## config.mk

```make
export PLATFORM = sky130hd
export DESIGN_NAME = keypad_timer_field_entry_top
export DESIGN_NICKNAME = d
export VERILOG_FILES = /design/src/hdl/kpte_pkg.sv /design/src/hdl/kpte_list_mem.sv /design/src/hdl/kpte_ctrl.sv /design/src/hdl/keypad_timer_field_entry_top.sv
export SDC_FILE = /design/constraint.sdc
export NUM_CORES = 1
export LEC_CHECK = 0
export BUFFER_PORTS_ARGS = -buffer_cell sky130_fd_sc_hd__buf_4
export CORE_MARGIN = 2
export CORE_UTILIZATION = 40
export CTS_BUF_LIST = sky130_fd_sc_hd__clkbuf_8 sky130_fd_sc_hd__clkbuf_16
export CTS_CLUSTER_SIZE = 12
export DETAILED_ROUTE_END_ITERATION = 8
export PLACE_DENSITY_LB_ADDON = 0.05
export SLEW_MARGIN = 20
export SYNTH_ARGS = -nofsm -noshare
export SYNTH_HDL_FRONTEND = slang
export SYNTH_SLANG_ARGS = --single-unit
```

## constraint.sdc

```tcl
create_clock -name clk_i -period 6.7 [get_ports clk_i]
set_input_delay 0.67 -clock clk_i [delete_from_list [all_inputs] [get_ports clk_i]]
set_output_delay 0.67 -clock clk_i [all_outputs]
set_load 0.1 [all_outputs]
```

## src/hdl/kpte_pkg.sv

```systemverilog
// Shared types and constants for the keypad timer field entry block.
// No dependencies; kpte_ctrl and the top level in hdl/ import this package.
package kpte_pkg;

  localparam int unsigned MAX_FIELDS_DEF = 8;
  localparam int unsigned VAL_W          = 7;

  localparam logic [3:0] KEY_DIGIT_MAX = 4'd9;
  localparam logic [3:0] KEY_A         = 4'd10;
  localparam logic [3:0] KEY_B         = 4'd11;
  localparam logic [3:0] KEY_D         = 4'd13;
  localparam logic [3:0] KEY_STAR      = 4'd14;
  localparam logic [3:0] KEY_HASH      = 4'd15;

  localparam logic [VAL_W-1:0] HOUR_MAX   = 7'd23;
  localparam logic [VAL_W-1:0] MINSEC_MAX = 7'd59;
  localparam logic [VAL_W-1:0] DIGIT_BASE = 7'd10;

  typedef enum logic [2:0] {
    MODE_STANDBY = 3'd0,
    MODE_MANUAL  = 3'd1,
    MODE_SELECT  = 3'd2,
    MODE_DAYS    = 3'd3,
    MODE_HOURS   = 3'd4,
    MODE_MINUTES = 3'd5,
    MODE_SECONDS = 3'd6,
    MODE_RUN     = 3'd7
  } mode_e;

  typedef enum logic [2:0] {
    PH_NONE   = 3'd0,
    PH_FIRST  = 3'd1,
    PH_TENS   = 3'd2,
    PH_SECOND = 3'd3,
    PH_ONES   = 3'd4
  } phase_e;

  typedef enum logic [1:0] {
    ST_IDLE,
    ST_SCAN,
    ST_NEIGH,
    ST_OUT
  } state_e;

  typedef struct packed {
    mode_e            mode;
    phase_e           phase;
    logic [VAL_W-1:0] days;
    logic [VAL_W-1:0] hours;
    logic [VAL_W-1:0] minutes;
    logic [VAL_W-1:0] seconds;
    logic             blink;
    logic             run;
    logic             error;
    logic             done;
    logic             pending;
    logic             shown;
  } res_t;

endpackage

```

## src/hdl/kpte_list_mem.sv

```systemverilog
// Field list store: one write port, one read port with registered data.
// Depends on nothing; address width is handed down from the top level.
module kpte_list_mem #(
  parameter int unsigned AW = 3
) (
  input  logic          clk_i,
  input  logic          we_i,
  input  logic [AW-1:0] waddr_i,
  input  logic [1:0]    wdata_i,
  input  logic [AW-1:0] raddr_i,
  output logic [1:0]    rdata_o
);

  logic [1:0] mem_q [2**AW];
  logic [1:0] rdata_q;

  always_ff @(posedge clk_i) begin
    if (we_i) begin
      mem_q[waddr_i] <= wdata_i;
    end
    rdata_q <= mem_q[raddr_i];
  end

  assign rdata_o = rdata_q;

endmodule

```

## src/hdl/kpte_ctrl.sv

```systemverilog
// Entry sequencer: mode, phase, field values, flags and the list scan.
// Depends on kpte_pkg; drives the field list store through its ports.
module kpte_ctrl #(
  parameter int unsigned MAX_FIELDS = kpte_pkg::MAX_FIELDS_DEF,
  parameter int unsigned AW         = 3,
  parameter int unsigned CW         = 4
) (
  input  logic          clk_i,
  input  logic          rst_ni,
  input  logic          in_valid_i,
  output logic          in_ready_o,
  input  logic          req_type_i,
  input  logic [3:0]    key_code_i,
  output logic          mem_we_o,
  output logic [AW-1:0] mem_waddr_o,
  output logic [1:0]    mem_wdata_o,
  output logic [AW-1:0] mem_raddr_o,
  input  logic [1:0]    mem_rdata_i,
  output logic          res_valid_o,
  input  logic          res_ready_i,
  output kpte_pkg::res_t res_o
);
  import kpte_pkg::*;

  state_e           state_q, state_d;
  mode_e            mode_q, mode_d;
  phase_e           phase_q, phase_d;
  logic [VAL_W-1:0] vals_q [4];
  logic [VAL_W-1:0] vals_d [4];
  logic [3:0]       held_q, held_d;
  logic [CW-1:0]    len_q, len_d;
  logic [CW-1:0]    idx_q, idx_d;
  logic             err_q, err_d;
  logic             done_q, done_d;
  logic             pend_q, pend_d;
  logic             shown_q, shown_d;
  logic             blink_q, blink_d;
  logic             run_q, run_d;
  logic             fwd_q, fwd_d;

  logic [2:0]       mode_off;
  logic [1:0]       fsel;
  logic             digit;
  logic             ok;
  logic [CW-1:0]    idx_inc;
  logic [CW-1:0]    idx_dec;
  logic [CW-1:0]    len_inc;
  logic [2:0]       key_off;

  assign mode_off = 3'(mode_q) - 3'(MODE_DAYS);
  assign fsel     = mode_off[1:0];
  assign digit    = key_code_i <= KEY_DIGIT_MAX;
  assign idx_inc  = idx_q + CW'(1);
  assign idx_dec  = idx_q - CW'(1);
  assign len_inc  = len_q + CW'(1);
  assign key_off  = 3'(key_code_i - KEY_A);

  always_ff @(posedge clk_i or negedge rst_ni) begin
    if (!rst_ni) begin
      state_q <= ST_IDLE;
      mode_q  <= MODE_STANDBY;
      phase_q <= PH_NONE;
      for (int i = 0; i < 4; i++) begin
        vals_q[i] <= '0;
      end
      held_q  <= '0;
      len_q   <= '0;
      idx_q   <= '0;
      err_q   <= 1'b0;
      done_q  <= 1'b0;
      pend_q  <= 1'b0;
      shown_q <= 1'b0;
      blink_q <= 1'b0;
      run_q   <= 1'b0;
      fwd_q   <= 1'b0;
    end else begin
      state_q <= state_d;
      mode_q  <= mode_d;
      phase_q <= phase_d;
      for (int i = 0; i < 4; i++) begin
        vals_q[i] <= vals_d[i];
      end
      held_q  <= held_d;
      len_q   <= len_d;
      idx_q   <= idx_d;
      err_q   <= err_d;
      done_q  <= done_d;
      pend_q  <= pend_d;
      shown_q <= shown_d;
      blink_q <= blink_d;
      run_q   <= run_d;
      fwd_q   <= fwd_d;
    end
  end

  always_comb begin
    state_d = state_q;
    mode_d  = mode_q;
    phase_d = phase_q;
    for (int i = 0; i < 4; i++) begin
      vals_d[i] = vals_q[i];
    end
    held_d  = held_q;
    len_d   = len_q;
    idx_d   = idx_q;
    err_d   = err_q;
    done_d  = done_q;
    pend_d  = pend_q;
    shown_d = shown_q;
    blink_d = blink_q;
    run_d   = run_q;
    fwd_d   = fwd_q;
    ok      = 1'b1;

    in_ready_o  = 1'b0;
    res_valid_o = 1'b0;
    mem_we_o    = 1'b0;
    mem_waddr_o = len_q[AW-1:0];
    mem_wdata_o = key_off[1:0];
    mem_raddr_o = '0;

    unique case (state_q)
      ST_IDLE: begin
        in_ready_o = 1'b1;
        if (in_valid_i) begin
          blink_d = 1'b0;
          run_d   = 1'b0;
          state_d = ST_OUT;
          if (req_type_i) begin
            len_d   = '0;
            mode_d  = MODE_SELECT;
            phase_d = PH_NONE;
            done_d  = 1'b0;
          end else if (mode_q == MODE_SELECT) begin
            if (key_code_i == KEY_HASH) begin
              done_d = 1'b1;
              if (len_q != '0) begin
                phase_d = PH_NONE;
                state_d = ST_NEIGH;
              end else begin
                mode_d = MODE_STANDBY;
              end
            end else if (key_code_i >= KEY_A && key_code_i <= KEY_D) begin
              if (len_q < CW'(MAX_FIELDS)) begin
                mem_we_o = 1'b1;
                len_d    = len_inc;
              end
            end
          end else if (mode_q >= MODE_DAYS && mode_q <= MODE_SECONDS) begin
            unique case (phase_q)
              PH_NONE: begin
                if (digit) begin
                  phase_d = PH_FIRST;
                  blink_d = 1'b1;
                  held_d  = key_code_i;
                  pend_d  = 1'b1;
                end else if (key_code_i == KEY_B) begin
                  fwd_d   = 1'b0;
                  idx_d   = '0;
                  state_d = ST_SCAN;
                end
              end
              PH_FIRST: begin
                if (key_code_i == KEY_STAR) begin
                  phase_d      = PH_TENS;
                  vals_d[fsel] = {3'b000, held_q} * DIGIT_BASE;
                  pend_d       = 1'b0;
                end else if (key_code_i == KEY_B) begin
                  phase_d = PH_NONE;
                end
              end
              PH_TENS: begin
                if (digit) begin
                  phase_d = PH_SECOND;
                  blink_d = 1'b1;
                  held_d  = key_code_i;
                end else if (key_code_i == KEY_B) begin
                  phase_d = PH_NONE;
                end
              end
              PH_SECOND: begin
                if (key_code_i == KEY_STAR) begin
                  phase_d      = PH_ONES;
                  vals_d[fsel] = vals_q[fsel] + {3'b000, held_q};
                end else if (key_code_i == KEY_B) begin
                  phase_d = PH_NONE;
                end
              end
              default: begin
                phase_d = PH_NONE;
                if (key_code_i == KEY_D) begin
                  shown_d = 1'b1;
                  blink_d = 1'b1;
                  if (mode_q == MODE_HOURS) begin
                    if (vals_q[1] > HOUR_MAX) begin
                      vals_d[1] = '0;
                      ok        = 1'b0;
                    end
                  end else if (mode_q > MODE_HOURS) begin
                    if (vals_q[fsel] > MINSEC_MAX) begin
                      ok = 1'b0;
                    end
                  end
                  if (ok) begin
                    fwd_d   = 1'b1;
                    idx_d   = '0;
                    state_d = ST_SCAN;
                  end else begin
                    err_d = 1'b1;
                  end
                end else if (key_code_i != KEY_B) begin
                  phase_d = PH_ONES;
                end
              end
            endcase
          end
        end
      end
      ST_SCAN: begin
        if (idx_q >= len_q) begin
          mode_d  = MODE_STANDBY;
          state_d = ST_OUT;
        end else if (mem_rdata_i == fsel) begin
          if (fwd_q) begin
            if (idx_inc < len_q) begin
              mem_raddr_o = idx_inc[AW-1:0];
              state_d     = ST_NEIGH;
            end else begin
              mode_d  = MODE_RUN;
              len_d   = '0;
              run_d   = 1'b1;
              state_d = ST_OUT;
            end
          end else begin
            if (idx_q != '0) begin
              mem_raddr_o = idx_dec[AW-1:0];
              state_d     = ST_NEIGH;
            end else begin
              mode_d  = MODE_MANUAL;
              len_d   = '0;
              state_d = ST_OUT;
            end
          end
        end else begin
          idx_d       = idx_inc;
          mem_raddr_o = idx_inc[AW-1:0];
        end
      end
      ST_NEIGH: begin
        mode_d  = mode_e'(3'(MODE_DAYS) + {1'b0, mem_rdata_i});
        state_d = ST_OUT;
      end
      default: begin
        res_valid_o = 1'b1;
        if (res_ready_i) begin
          state_d = ST_IDLE;
        end
      end
    endcase
  end

  always_comb begin
    res_o.mode    = mode_q;
    res_o.phase   = phase_q;
    res_o.days    = vals_q[0];
    res_o.hours   = vals_q[1];
    res_o.minutes = vals_q[2];
    res_o.seconds = vals_q[3];
    res_o.blink   = blink_q;
    res_o.run     = run_q;
    res_o.error   = err_q;
    res_o.done    = done_q;
    res_o.pending = pend_q;
    res_o.shown   = shown_q;
  end

endmodule

```

## src/hdl/keypad_timer_field_entry_top.sv

```systemverilog
// Top level of the keypad timer field entry block: sequencer, field list
// store and result register. Depends on kpte_pkg, kpte_ctrl, kpte_list_mem.
//
//   channel | handshake               | payload
//   --------+-------------------------+----------------------------------------
//   input   | in_valid_i / in_ready_o | req_type_i, key_code_i
//   result  | out_valid_o/out_ready_i | mode_o, entry_phase_o, *_value_o, flags
//
// Most transfers pass the sequencer's ST_OUT state on the way to the result
// register; the sequencer takes no new input while it still holds a result.
// 'B' with no digit typed and a good 'D' scan the field list one entry a cycle
// through the single read port; a match may then read the neighbour entry in
// ST_NEIGH before ST_OUT hands the result on.
// Reset clears mode, phase, values and flags; the list store is not cleared.
// A waiting result does not block the next input transfer; the following
// result waits in the sequencer until the result register frees up.
module keypad_timer_field_entry_top #(
  parameter int unsigned MAX_FIELDS = kpte_pkg::MAX_FIELDS_DEF
) (
  input  logic       clk_i,
  input  logic       rst_ni,
  input  logic       in_valid_i,
  output logic       in_ready_o,
  input  logic       req_type_i,
  input  logic [3:0] key_code_i,
  output logic       out_valid_o,
  input  logic       out_ready_i,
  output logic [2:0] mode_o,
  output logic [2:0] entry_phase_o,
  output logic [6:0] days_value_o,
  output logic [6:0] hours_value_o,
  output logic [6:0] minutes_value_o,
  output logic [6:0] seconds_value_o,
  output logic       blink_start_o,
  output logic       run_start_o,
  output logic       entry_error_o,
  output logic       list_done_o,
  output logic       first_digit_pending_o,
  output logic       value_shown_o
);
  import kpte_pkg::*;

  localparam int unsigned AW = (MAX_FIELDS > 1) ? $clog2(MAX_FIELDS) : 1;
  localparam int unsigned CW = $clog2(MAX_FIELDS + 1);

  logic          mem_we;
  logic [AW-1:0] mem_waddr;
  logic [1:0]    mem_wdata;
  logic [AW-1:0] mem_raddr;
  logic [1:0]    mem_rdata;
  logic          res_valid;
  logic          res_ready;
  res_t          res;
  res_t          res_q;
  logic          out_valid_q;

  kpte_ctrl #(
    .MAX_FIELDS(MAX_FIELDS),
    .AW        (AW),
    .CW        (CW)
  ) u_ctrl (
    .clk_i      (clk_i),
    .rst_ni     (rst_ni),
    .in_valid_i (in_valid_i),
    .in_ready_o (in_ready_o),
    .req_type_i (req_type_i),
    .key_code_i (key_code_i),
    .mem_we_o   (mem_we),
    .mem_waddr_o(mem_waddr),
    .mem_wdata_o(mem_wdata),
    .mem_raddr_o(mem_raddr),
    .mem_rdata_i(mem_rdata),
    .res_valid_o(res_valid),
    .res_ready_i(res_ready),
    .res_o      (res)
  );

  kpte_list_mem #(
    .AW(AW)
  ) u_list_mem (
    .clk_i  (clk_i),
    .we_i   (mem_we),
    .waddr_i(mem_waddr),
    .wdata_i(mem_wdata),
    .raddr_i(mem_raddr),
    .rdata_o(mem_rdata)
  );

  assign res_ready = !out_valid_q || out_ready_i;

  always_ff @(posedge clk_i or negedge rst_ni) begin
    if (!rst_ni) begin
      out_valid_q <= 1'b0;
    end else if (res_valid && res_ready) begin
      out_valid_q <= 1'b1;
    end else if (out_ready_i) begin
      out_valid_q <= 1'b0;
    end
  end

  always_ff @(posedge clk_i) begin
    if (res_valid && res_ready) begin
      res_q <= res;
    end
  end

  assign out_valid_o           = out_valid_q;
  assign mode_o                = 3'(res_q.mode);
  assign entry_phase_o         = 3'(res_q.phase);
  assign days_value_o          = res_q.days;
  assign hours_value_o         = res_q.hours;
  assign minutes_value_o       = res_q.minutes;
  assign seconds_value_o       = res_q.seconds;
  assign blink_start_o         = res_q.blink;
  assign run_start_o           = res_q.run;
  assign entry_error_o         = res_q.error;
  assign list_done_o           = res_q.done;
  assign first_digit_pending_o = res_q.pending;
  assign value_shown_o         = res_q.shown;

endmodule
```

==> results of run 1 <==
worst paths after layout:
check | endpoint | slack (ns) | cells after the start
setup / recovery | u_ctrl.res_o[33] | 2.91 | 11
hold / removal | u_ctrl.len_q[2] | 0.31 | 1
setup reg to reg | u_ctrl.res_o[33] | 2.91 | 11
hold reg to reg | value_shown_o | 0.44 | 0
max in group asynchronous | u_ctrl.mode_q[2] | 5.86 | 1
min in group clk_i | value_shown_o | 0.44 | 0
where the power goes:
| group | internal, µW | switching [µW] | leakage, µW |
|---|---|---|---|
| combinational | 350 | 945 | 0.00131 |
| clock | 590 | 298 | 0.000303 |
| sequential | 881 | 114 | 0.00130 |
| total | 1820 | 1360 | 0.00291 |
flip-flops by register name, indices dropped and copies added (netlist names), 4 cells and up:
signal            flops
u_ctrl.idx_q          4
u_ctrl.res_o         28
days_value_o          7
u_list_mem.mem_q     16
u_ctrl.len_q          4
minutes_value_o       7
seconds_value_o       7
u_ctrl.held_q         4
hours_value_o         7
kinds of logic after synthesis:
group,share of synthesized area (%)
mux,7.33
compound gates,12.6
xor+xnor,1.84
simple gates,13.3
buf+inv,2.83
fa+ha+maj,7.29
flops,54.8
layout by cell type, fill, tap and decap left out, types with 10 or more instances in the layout:
cell	n
nand3_1	10
inv_1	29
dfrtp_1	56
edfxtp_1	56
a21oi_1	22
nand2b_1	10
buf_4	51
nor2_1	22
mux2_2	18
ha_1	30
clkbuf_16	17
o21ai_0	53
nand2_1	69
routing by layer:
metal	vias up	global-route usage (%)	wire length (µm)
met2	81	30.5	6610
met4	0	7.53	263
li1	1936	-	-
met3	21	4.80	450
met1	1929	24.4	5830
met5	-	0	0
layout make-up:
class / instances / area, µm²
Inverter: 24 / 90.1
Clock buffer: 19 / 453
Clock inverter: 13 / 129
Fill cell: 1292 / 7060
Multi-Input combinational cell: 348 / 2410
Timing Repair Buffer: 51 / 383
Sequential cell: 114 / 3120
Tap cell: 180 / 225
worst max-delay path, cell delays in order (launching register included):
cell,delay [ns]
dfrtp_1,0.80
inv_1,0.19
ha_1,0.56
mux4_2,0.36
ha_1,0.23
fa_1,0.40
a21o_1,0.18
a21oi_1,0.23
nor2_1,0.09
xnor2_1,0.19
a21oi_1,0.14
mux2_2,0.29
per-stage QoR:
stage          instance area (µm²)  util, %
2_1_floorplan                 5700        -
3_3_place_gp                  6240     44.9
3_5_place_dp                  6240     44.9
4_1_cts                       6820     49.1
5_1_grt                       6820     49.1
6_report                      6820     49.1
==> flow_summary.yaml, run 1 <==
outcome:
  status: "complete, no violations"
timing:
  min_period_ns: 3.79
  worst_slack_ns: 2.91
  worst_pin_slew_ns: 0.966
  finalSetupViolations: 0
  timing.hold.ws_ns: 0.306
  fmax_mhz: 264
  max_slew_margin_pct: 35.6
  fin_crit_sh_pct: 56.6
  fin_skew_ns: 0.00760
  tns_ns: 0
  slew_violations: 0
  grt_setup_unrepaired: "no"
  hold_viol: 0
grt:
  grt_use_total_pct: 18.9
  grt_max_degree: 57
  gr-total-overflow: 0
  antenna_found_initial: 0
  grt_pass1_vias: 3878
  grt_pass1_wl_mm: 21.2
setup_path:
  reg2reg_from: "u_ctrl.mode_q[0]"
  crit_path_start_kind: "register"
  arrival_ns: 4.09
  cp_max_fo: 16
  required_ns: 6.99
  worstSetupStartpoint: "u_ctrl.mode_q[0]"
  path_class: "register to register"
  end_kind: "register"
synth:
  synth.area.top_cells: "edfxtp_1 (30%), dfrtp_1 (25%), ha_1 (6.6%), o21ai_0 (4.7%), nand2_1 (4.5%)"
  syn_nets: 543
  synthTopCellsByCount: "nand2_1 (69), dfrtp_1 (56), edfxtp_1 (56)"
  netlist_area_um2: 5700
  synth_cells: 502
  synth_edf_count: 56
  synth-main-ff-cell: "edfxtp_1"
  synth_seq_cells: 114
  synth-async-reset-ratio_pct: 49.1
  ys_seq_area_share_pct: 54.8
  synth.top_cell.area_share_pct: 29.5
  ys_warn_count: 0
  synth_area_leader_cell: "edfxtp_1"
  synth_area_per_cell_um2: 11.4
  synth_cell_type_count: 59
  yosysMostFrequentCell: "nand2_1"
floorplanning:
  io_pins: 51
  die-area_um2: 15200
  die_h_um: 123
  rows: 43
  start_util_pct: 41.0
  die_x_um: 123
  core_area_um2: 13900
route:
  ant_nets: 0
  wl_mm: 13.2
  drcViolationCount: 0
  dr_total_vias: 3967
  dr.pass1.iters: 5
  first_iter_violations: 323
  wl_per_cell_um: 17.6
  viasPerCell: 5.30
placed_design:
  numPlacedInstances: 717
  dp_hpwl_mm: 9.31
  pre_cts_ws_ns: 2.92
  gp_congestion: 0.891
  portBuffers: 50
clock_network:
  cts_made_buffers: 17
  clockBufferDepth: 2
  clk_latency_ns: 0.42
  tritoncts: "yes"
  cts-resized-gates: 0
  post_cts_buffers: 0
  cts.hold.buffers_added: 0
  cts.clk_slew.worst_paths_ns: 0.05
  cts-root-buf: "clkbuf_16"
  h-tree-depth: 4
  cts_sinks: 114
layout:
  nets: 597
  area_growth_pct: 19.7
  num_antenna_cells: 0
  stdcell_count: 749
  final_layout_size_suffix_gt1_share_pct: 19.2
power_and_ir_drop:
  ir_worst_vdd_mv: 0.199
  total_power_uw: 3180
  p_leak_uw: 0.00291
  p_per_area_nw_per_um2: 466
flow_run:
  cap_violations: 0
hold_path:
  worstHoldPathType: "primary input to asynchronous set/reset pin"
(Power assumes the default switching activity.)
==> inputs of run 2 (changes only) <==
==> constraint.sdc (replaced) <==
create_clock -name clk_i -period 3.4 [get_ports clk_i]
set_input_delay 0.34 -clock clk_i [delete_from_list [all_inputs] [get_ports clk_i]]
set_output_delay 0.34 -clock clk_i [all_outputs]
set_load 0.1 [all_outputs]
==> run 2 against run 1 <==
Net effect: cell area grew 0.51%; clock power grew 85%; first-iteration DRC count shrank 29%; utilization up 0.25 points; wire length up 1.0%; flip-flop and latch count unchanged; critical path depth unchanged; critical path type unchanged.
==> flow_summary.yaml, run 2 (synthesized netlist as in run 1, its figures left out) <==
floorplanning:
  io_pins: 51
  die_x_um: 123
  core_area_um2: 13900
  die_h_um: 123
  rows: 43
  die-area_um2: 15200
  start_util_pct: 41.0
timing:
  timing.hold.ws_ns: 0.000623
  slew_violations: 0
  fin_skew_ns: 0.0128
  worst_pin_slew_ns: 1.09
  finalSetupViolations: 0
  max_slew_margin_pct: 26.2
  fmax_mhz: 317
  min_period_ns: 3.16
  worst_slack_ns: 0.244
  tns_ns: 0
  grt_setup_unrepaired: "no"
  hold_viol: 0
  fin_crit_sh_pct: 92.8
setup_path:
  cp_max_fo: 8
  crit_chain: "inv_1 -> ha_1 -> mux4_2 -> ha_1 -> fa_1 -> a21o_1 -> a21oi_1 -> nor2_1 -> xnor2_1 -> a21oi_1 -> mux2_2"
  crit_path_start_kind: "register"
  critical_path.max_stage_delay_ns: 0.46
  arrival_ns: 3.45
  end_kind: "register"
  r2r-end: "u_ctrl.res_o[33]"
  r2r_slack_ns: 0.24
  reg2reg_from: "u_ctrl.mode_q[1]"
  path_class: "register to register"
  required_ns: 3.69
  slowest_stage: "dfrtp_1"
  ff2ff_path_depth: 11
clock_network:
  cts-root-buf: "clkbuf_16"
  cts.hold.buffers_added: 0
  clk_latency_ns: 0.42
  tritoncts: "yes"
  cts_sinks: 114
  cts.clk_slew.worst_paths_ns: 0.05
  post_cts_buffers: 0
  cts_made_buffers: 17
  cts-resized-gates: 0
  clockBufferDepth: 2
  h-tree-depth: 4
route:
  ant_nets: 0
  wl_met1_mm: 6.04
  wl_per_cell_um: 17.5
  top_layer: "met4"
  dr_total_vias: 4044
  dr.pass1.iters: 4
  wl_mm: 13.3
  routed-wl-met3_um: 525
  viasPerCell: 5.34
  met2WireLength_mm: 6.41
  first_iter_violations: 230
  drcViolationCount: 0
placed_design:
  gp_congestion: 0.884
  dp_hpwl_mm: 9.51
  pre_cts_ws_ns: 0.257
  portBuffers: 50
layout:
  final_common_cell: "nand2_1"
  final_cell_mix: "nand2_1 (69), buf_4 (60), edfxtp_1 (56), dfrtp_1 (56), o21ai_0 (53)"
  final_layout_size_suffix_gt1_share_pct: 20.9
  num_antenna_cells: 0
  nets: 606
  largest_reg_flops: 28
  area_growth_pct: 20.3
grt:
  grt_use_total_pct: 19.1
  gr-total-overflow: 0
  grt_pass1_wl_mm: 21.5
  antenna_found_initial: 0
  grt_pass1_vias: 4086
  grt_max_degree: 57
power_and_ir_drop:
  p_leak_uw: 0.00292
  p_per_area_nw_per_um2: 908
  ir_worst_vdd_mv: 0.447
flow_run:
  cap_violations: 0
hold_path:
  worstHoldPathType: "primary input to asynchronous set/reset pin"
outcome:
  status: "complete, no violations"
-- run 2: report_power, final --
group	switching, µW	internal (µW)	leakage, µW
Sequential	209	1740	0.00130
Clock	593	1050	0.000271
Combinational	1890	741	0.00135
-- run 2: stage by stage --
stage          util, %  instances  total power (µW)  cell area [µm²]
3_5_place_dp      45.4        726              4620             6300
2_1_floorplan        -        502              3930             5700
5_1_grt           49.4        758              6600             6850
4_1_cts           49.4        758              6290             6850
6_report          49.4        758              6220             6850
3_3_place_gp      45.4        726              4590             6300
-- run 2: cell type report --
type / count / area [µm²]
fill: 1297 / 7030
sequential: 114 / 3120
timing repair buffer: 60 / 450
tap: 180 / 225
clock buffer: 17 / 425
clock inverter: 15 / 124
multi-input combinational: 348 / 2410
inverter: 24 / 90.1
-- run 2: worst max-delay path by stage --
stage	startpoint	endpoint	slack, ns	depth (start not counted)
3_5_place_dp	u_ctrl.mode_q[1]	u_ctrl.res_o[33]	0.26	11
6_report	u_ctrl.mode_q[1]	u_ctrl.res_o[33]	0.24	11
3_3_place_gp	u_ctrl.mode_q[1]	u_ctrl.res_o[33]	0.30	11
4_1_cts	u_ctrl.mode_q[1]	u_ctrl.res_o[33]	0.24	11
5_1_grt	u_ctrl.mode_q[1]	u_ctrl.res_o[33]	0.03	11
2_1_floorplan	u_ctrl.mode_q[0]	u_ctrl.res_o[12]	0.26	13
-- run 2: critical path, delay by kind of cell (launching register included) --
family / cells / cell delay, ns
DFF: 1 / 0.46
and+or+nand+nor: 1 / 0.09
adders and majority gates: 3 / 1.06
xor gates and xnor gates: 1 / 0.17
muxes: 2 / 0.61
buffers and inverters: 1 / 0.11
AOI/OAI and AO/OA: 3 / 0.53
-- run 2: layer usage --
layer	GRT usage, %	vias up
met5	0	-
met3	5.30	25
met2	30.9	93
met1	24.5	1956
li1	-	1970
met4	7.24	0
